## src/rtl/core/life_automaton_grid_step_macros.svh

```systemverilog
`ifndef LIFE_AUTOMATON_GRID_STEP_MACROS_SVH
`define LIFE_AUTOMATON_GRID_STEP_MACROS_SVH

// Same-cycle implication, checked on every rising edge of clk outside reset.
`define LAG_ASSERT_NOW(lbl, ante, cons, msg) \
  lbl: assert property (@(posedge clk) disable iff (!rst_n) (ante) |-> (cons)) \
    else $error(msg);

// Next-cycle implication, checked on every rising edge of clk outside reset.
`define LAG_ASSERT_NXT(lbl, ante, cons, msg) \
  lbl: assert property (@(posedge clk) disable iff (!rst_n) (ante) |=> (cons)) \
    else $error(msg);

`endif

```

## src/rtl/core/lag_pkg.sv

```systemverilog
`timescale 1ns / 1ps

package lag_pkg;

  localparam int CMD_W     = 3;
  localparam int COORD_W   = 6;
  localparam int CFG_W     = 7;
  localparam int CFG_IDX_W = 1;
  localparam int NB_W      = 4;
  localparam int EFF_W     = 8;
  localparam int RB_W      = 9;
  localparam int IN_W      = 16;
  localparam int OUT_W     = 8;

  localparam logic [NB_W-1:0] SURVIVE_MIN = 4'd2;
  localparam logic [NB_W-1:0] BIRTH_CNT   = 4'd3;

  typedef enum logic [CMD_W-1:0] {
    CMD_WRITE  = 3'd0,
    CMD_TOGGLE = 3'd1,
    CMD_READ   = 3'd2,
    CMD_STEP   = 3'd3,
    CMD_CLEAR  = 3'd4
  } cmd_t;

  typedef enum logic [CFG_IDX_W-1:0] {
    REG_ACTIVE_WIDTH  = 1'b0,
    REG_ACTIVE_HEIGHT = 1'b1
  } reg_idx_t;

  typedef enum logic [1:0] {
    S_IDLE,
    S_RUN,
    S_RESP
  } state_t;

  typedef struct packed {
    logic rd_en;
    logic wr_en;
    logic clr;
  } mem_ctl_t;

endpackage

```

## src/rtl/core/lag_row_unit.sv

```systemverilog
`timescale 1ns / 1ps

module lag_row_unit import lag_pkg::*; #(
  parameter int COLS = 64,
  parameter int CA   = 6
) (
  input  logic [COLS-1:0]  above,
  input  logic [COLS-1:0]  mid,
  input  logic [COLS-1:0]  below,
  input  logic [EFF_W-1:0] eff_w,
  input  logic [CA-1:0]    sel_col,
  output logic [COLS-1:0]  next_row,
  output logic [NB_W-1:0]  sel_count
);

  logic [COLS-1:0] mask;
  logic [COLS+1:0] pa, pm, pb;
  logic [NB_W-1:0] cnt [COLS];

  always_comb begin
    for (int c = 0; c < COLS; c++) begin
      mask[c] = (EFF_W'(c) < eff_w);
    end
  end

  // Columns outside the active width and beyond either edge count as dead.
  assign pa = {1'b0, above & mask, 1'b0};
  assign pm = {1'b0, mid & mask, 1'b0};
  assign pb = {1'b0, below & mask, 1'b0};

  for (genvar c = 0; c < COLS; c++) begin : g_col
    assign cnt[c] = NB_W'(pa[c]) + NB_W'(pa[c+1]) + NB_W'(pa[c+2]) +
                    NB_W'(pm[c]) + NB_W'(pm[c+2]) +
                    NB_W'(pb[c]) + NB_W'(pb[c+1]) + NB_W'(pb[c+2]);
    assign next_row[c] = !mask[c] ? mid[c] :
                         mid[c] ? (cnt[c] == SURVIVE_MIN || cnt[c] == BIRTH_CNT) :
                                  (cnt[c] == BIRTH_CNT);
  end

  assign sel_count = cnt[sel_col];

endmodule

```

## config.mk

```make
export PLATFORM = sky130hd
export DESIGN_NAME = lag_row_unit
export DESIGN_NICKNAME = d
export VERILOG_FILES = /design/src/rtl/core/life_automaton_grid_step_macros.svh /design/src/rtl/core/lag_pkg.sv /design/src/rtl/core/lag_row_unit.sv
export SDC_FILE = /design/constraint.sdc
export NUM_CORES = 1
export LEC_CHECK = 0
export BUFFER_PORTS_ARGS = -buffer_cell sky130_fd_sc_hd__buf_2
export CAP_MARGIN = 20
export CORE_AREA = 10 10 224 226
export DETAILED_ROUTE_END_ITERATION = 10
export DIE_AREA = 0 0 234 236
export GPL_TIMING_DRIVEN = 0
export MAX_ROUTING_LAYER = met4
export SETUP_SLACK_MARGIN = 0.1
export SLEW_MARGIN = 20
export SYNTH_ARGS = -nofsm -noshare
export SYNTH_HDL_FRONTEND = slang
export SYNTH_SLANG_ARGS = --single-unit
```

## constraint.sdc

```tcl
create_clock -name vclk -period 6
set_input_delay 0.3 -clock vclk [all_inputs]
set_output_delay 0.3 -clock vclk [all_outputs]
set_load 0.005 [all_outputs]
```

==> impl_results.md, run 1 <==
- Status: finished, violations left
- Violated checks: DRC
- Initial Util: 34.59%
- Worst EP required: 5.70 ns
- Relative slew slack: 19.95%
- PortBufs: 266
- Cell variety after synth: 85
- Simple-Gate Fraction of Synth Area: 16.37%
- Core area: 45860 µm²
- CP startpoint kind: input pin
- Pint: 1.982 mW
- Worst path bufs/invs: 7
- Post-synth top cells: 334 x inv_1, 253 x nand2_1, 208 x ha_1
- RSZ-0062 raised after global routing: yes
- Largest net degree at the start of global routing: 11
- Layout area overhead: 19.34%
- LEAKAGE: 9.580 nW
- Number of global-route vias before repair: 16460
- Avg Cell Area, Syn: 8.062 µm²
- Post-route ant nets: 0
- Seq_cells: 0
- Fillcell total: 4745
- Data arrival, critical path: 5.67 ns
- Ports: 274
- Max IR drop VDD: 121.5 µV
- First DRT Iteration DRCs: 1563
- DR vias/cell: 5.543
- Rows: 79
- Crit path max-delay family: adder cells
- Yosys top cell area share: 25.87%
- Most common cell in the synthesized netlist: inv_1
- Crit path to: sel_count[1]
- GPL Wtd Cong: 0.9887
- Detailed Place HPWL: 57920 µm
- Min-Delay Path Class: in -> out
- Fmax: 167.5 MHz
- Synth Instances: 1968
- Clock buf count: 0
- Antenna violations before repair: 8
- Setup ws final: 0.02838 ns
- Comb pwr share: 100.0%
- Cell breakdown of the critical path: buf_12 > buf_4 > nor3_4 > buf_6 > clkbuf_8 > o21ai_0 > and2_1 > ha_1 > inv_1 > fa_1 > inv_1 > fa_1 > and3_1 > fa_1 > mux4_2 > mux4_2 > mux4_2 > buf_6
- Global-route wire length before repair: 98910 µm
- Pre-CTS setup slack: -1.295 ns
- Detailed Route WL: 67190 µm
- Synthesized cell area: 15870 µm²
- Sw Ratio: 55.77%
- Final hold violations: 0
- Synth Area in XOR/XNOR: 7.121%
- Routed len/inst: 23.29 µm
- PD cells: 236.6 nW/µm²
- Number of setup violations in the final report: 0
- Total GRT Usage: 24.07%
- Largest family of logic cells by synthesized area: adder cells
- Grt ovf: 0
- Worst Tran Pin Value: 1.201 ns
- Nets@finish: 2891
- Fin crit period: 5.972 ns
- Die extent in x: 234 µm
- Setup crit end kind: output port
- Share of cells above drive strength 1: 22.56%
- Crit. path cell count: 18
- Die height: 236 µm
- Adder-Cell Fraction of Synth Area: 42.27%
- Setup CP Type: in -> out
- Sequential Power Share: 0%
- Post-synthesis net count: 2587
- CP max FO: 10
- Post-synthesis mux area share: 6.869%
- Top post-synthesis cells by area: fa_1 26%, ha_1 16%, inv_1 7.9%
- Psw: 2.499 mW
- Max cap viols: 0
- DR pass1 iterations: 9
- Slowest CP cell: fa_1
- Seq/Total Area, Yosys: 0%
- Post-synth top area cell: fa_1
- Area of the multi-input gates: 14860 µm²
- Launch point of the worst path: eff_w[7]
- DRC errors left: 1
- Via Count: 15990
- Final core occ: 41.29%
- Ys Warns: 0
- Seq. cell area: 0 µm²
- Count of pins over their slew limit: 0
- Compound-Gate Fraction of Synth Area: 17.75%
- Die Area: 55220 µm²
- Clock network fraction of design power: 0%
- Largest stage delay, worst path: 0.59 ns
- Tcrit/Tclk final: 99.53%
==> placed cells by master (no fill, tap or decap), drive strengths merged, types with 45 or more instances in the layout <==
cell / synthesis / layout
inv: 336 / 336
fa: 205 / 205
and2: 68 / 68
nor2: 58 / 58
buf: 34 / 338
a21oi: 165 / 165
xnor2: 56 / 56
xor2: 73 / 73
mux4: 45 / 45
o21ai: 108 / 108
nand2: 253 / 253
ha: 208 / 208
nand3: 53 / 53
==> power by group through the flow <==
stage | registers [mW] | logic (mW) | clock network (mW)
global route | 0 | 4.94 | 0.000000178
floorplan | 0 | 2.90 | 0
finish | 0 | 4.48 | 0.000000179
detailed placement | 0 | 4.31 | 0
CTS | 0 | 4.40 | 0
global placement | 0 | 4.23 | 0
==> worst min path at each step <==
stage	start	end	slack, ns	depth (start not counted)
detailed placement	mid[43]	next_row[43]	0.92	3
global placement	mid[43]	next_row[43]	0.92	3
CTS	mid[43]	next_row[43]	0.92	3
finish	mid[43]	next_row[43]	0.91	3
global route	mid[43]	next_row[43]	0.93	3
floorplan	mid[15]	next_row[15]	0.72	2
==> through the flow <==
| stage | hold slack (ns) | instance area [µm²] | instances | setup TNS (ns) | power, mW |
|---|---|---|---|---|---|
| finish | 0.9054 | 18940 | 2885 | 0 | 4.480 |
| global route | 0.9281 | 18940 | 2885 | -0.03446 | 4.942 |
| CTS | 0.9176 | 18590 | 2867 | 0 | 4.401 |
| detailed placement | 0.9176 | 17960 | 2841 | -3.702 | 4.313 |
| global placement | 0.9170 | 17960 | 2841 | -3.494 | 4.228 |
| floorplan | 0.7192 | 15870 | 1968 | 0 | 2.901 |
==> timing repair <==
action,CTS,global route
gates cloned,0,0
pin swaps,28,16
setup endpoints to repair,9,2
setup buffers,26,10
resized for setup,141,62
hold buffers,0,0
==> layout make-up <==
| type | count | area share [%] |
|---|---|---|
| multi-input combinational | 1575 | 78.49 |
| timing repair buffer | 302 | 8.643 |
| inverter | 337 | 6.680 |
| tap | 607 | 4.011 |
| buffer | 56 | 2.068 |
| antenna | 8 | 0.1057 |
==> routing by layer <==
layer | up-vias | wire length (µm) | GRT usage, %
li1 | 7310 | - | -
met1 | 7835 | 28090 | 30.88
met2 | 720 | 31150 | 38.58
met3 | 127 | 5544 | 3.661
met4 | 0 | 2400 | 6.764
met5 | - | 0 | -
==> cell families (layout without fill, tap and decap cells) <==
| kind of cell | Yosys count | in the layout |
|---|---|---|
| xor gates and xnor gates | 129 | 129 |
| AOI/OAI and AO/OA | 441 | 441 |
| buffers and inverters | 393 | 695 |
| other | 0 | 8 |
| muxes | 52 | 52 |
| and+or+nand+nor | 540 | 540 |
| adders and majority gates | 413 | 413 |
Note: power is estimated with default switching activity, not from simulation.
==> run 2, diff against run 1 <==
TNS_END_PERCENT = 30   (was unset)
clock period = 5.76 ns   (was 6 ns; I/O delays follow)
==> run 2 against run 1 <==
Net effect: the flow finishes with violations (setup timing); die area did not move; routed wire length rose by 0.17%; worst hold slack got worse by 0.024 ns; via count fell by 0.26%; total power rose by 4.2%; critical path depth did not move; critical endpoint unchanged; final cell count did not move; sequential share of layout area did not move; utilization barely moved; first-iteration DRC count fell by 4.2%; non-clock buffer count did not move; critical path type unchanged; combinational power rose by 4%.
==> impl_results.md, run 2 (synthesis results as in run 1) <==
- Min Hold Slack: 0.8814 ns
- Fin crit period: 5.945 ns
- Seq_cells: 0
- Nets@finish: 2891
- Number of global-route vias before repair: 16460
- Violated checks: setup timing
- Total power: 4.668 mW
- Final Instance Area: 18940 µm²
- Post-route ant nets: 0
- Fmax: 168.2 MHz
- Largest stage delay, worst path: 0.59 ns
- Initial Util: 34.59%
- PD cells: 246.4 nW/µm²
- GPL Wtd Cong: 0.9887
- Commonest cells after routing, fill and taps aside: 330 x inv_1, 280 x buf_2, 222 x nand2_1
- Detailed Place HPWL: 57920 µm
- Seq. cell area: 0 µm²
- Grt ovf: 0
- Count of pins over their slew limit: 0
- Final core occ: 41.30%
- CP max FO: 10
- Pint: 2.062 mW
- Setup crit end kind: output port
- Clock buf count: 0
- Max cap viols: 0
- Hold path startpoint: mid[43]
- Layout area overhead: 19.38%
- Ports: 274
- DR vias/cell: 5.529
- Total GRT Usage: 24.07%
- RSZ-0062 raised after global routing: yes
- Setup CP Type: in -> out
- Detailed Route WL: 67300 µm
- Sequential Power Share: 0%
- Psw: 2.606 mW
- Worst Tran Pin Value: 1.210 ns
- Clock network fraction of design power: 0%
- Largest net degree at the start of global routing: 11
- Core area: 45860 µm²
- Comb pwr share: 100.0%
- Via Count: 15950
- Antenna violations before repair: 8
- Global-route wire length before repair: 98910 µm
- Data arrival, critical path: 5.66 ns
- First DRT Iteration DRCs: 1498
- Rows: 79
- Cell breakdown of the critical path: buf_12 > buf_4 > nor3_4 > buf_6 > clkbuf_8 > o21ai_0 > and2_1 > ha_1 > inv_1 > fa_1 > inv_1 > fa_1 > and3_1 > fa_1 > mux4_2 > mux4_2 > mux4_2 > buf_6
- Worst EP required: 5.47 ns
- Die Area: 55220 µm²
- DRC errors left: 0
- Relative slew slack: 19.35%
- Number of setup violations in the final report: 2
- DR pass1 iterations: 8
- Max IR drop VDD: 126.6 µV
- Min-Delay Path Class: in -> out
- Status: finished, violations left
- Slowest CP cell: fa_1
- Die height: 236 µm
- Hold path depth: 3
- Post-CTS Hold Fix Bufs: 0
- Tcrit/Tclk final: 103.2%
- Commonest non-fill, non-tap cell in the layout: inv_1
- PortBufs: 266
- Setup ws final: -0.1846 ns
- Final hold violations: 0
- Pre-CTS setup slack: -1.511 ns
- Sw Ratio: 55.82%
- Routed len/inst: 23.33 µm
- Die extent in x: 234 µm
- LEAKAGE: 9.580 nW
- DP Area: 17960 µm²
- CP startpoint kind: input pin
- Share of cells above drive strength 1: 22.60%
- Hold EP: next_row[43]
==> run 2: layout make-up <==
cell class | count | area (µm²)
timing repair buffer | 302 | 1637
inverter | 337 | 1265
fill | 4748 | 26920
multi-input combinational | 1575 | 14870
tap | 607 | 759.5
antenna | 8 | 20.02
buffer | 56 | 391.6
==> run 2: what timing repair did <==
action,in CTS,in global routing
pin swaps,28,15
setup endpoints to repair,20,4
buffers inserted,26,10
resized for setup,142,63
==> run 2: routing by layer <==
| metal | vias to the layer above | track usage (%) | part of all wire (%) |
|---|---|---|---|
| met5 | - | - | 0 |
| met4 | 0 | 6.764 | 3.6 |
| met3 | 115 | 3.661 | 8.5 |
| met2 | 712 | 38.58 | 46 |
| met1 | 7809 | 30.88 | 42 |
| li1 | 7315 | - | - |
==> run 2: worst max path at each step <==
stage                        start           end
after floorplan           eff_w[6]  sel_count[1]
after global placement    eff_w[5]  sel_count[2]
after detailed placement  eff_w[5]  sel_count[2]
after CTS                 eff_w[7]  sel_count[1]
after global routing      eff_w[7]  sel_count[1]
final                     eff_w[7]  sel_count[1]
==> run 2: worst max-delay path: cells and delay by family <==
| kind | cells | cell delay (ns) |
|---|---|---|
| AO/OA/AOI/OAI | 1 | 0.25 |
| multiplexers | 3 | 1.60 |
| buffers and inverters | 7 | 0.91 |
| AND/OR/NAND/NOR | 3 | 0.78 |
| adder cells (fa/ha/maj) | 4 | 1.80 |
==> run 2: power groups by stage <==
stage | clock network, mW | logic, mW | registers, mW
2_1_floorplan | 0 | 3.02 | 0
4_1_cts | 0 | 4.59 | 0
6_report | 0.000000186 | 4.67 | 0
3_3_place_gp | 0 | 4.40 | 0
5_1_grt | 0.000000186 | 5.15 | 0
3_5_place_dp | 0 | 4.49 | 0
==> run 2: metrics by stage <==
| stage | std cells | setup TNS (ns) |
|---|---|---|
| after floorplan | 1968 | 0 |
| after detailed placement | 2841 | -5.846 |
| after CTS | 2867 | -0.2704 |
| after global placement | 2841 | -5.185 |
| after global routing | 2885 | -0.4448 |
| final | 2885 | -0.3423 |
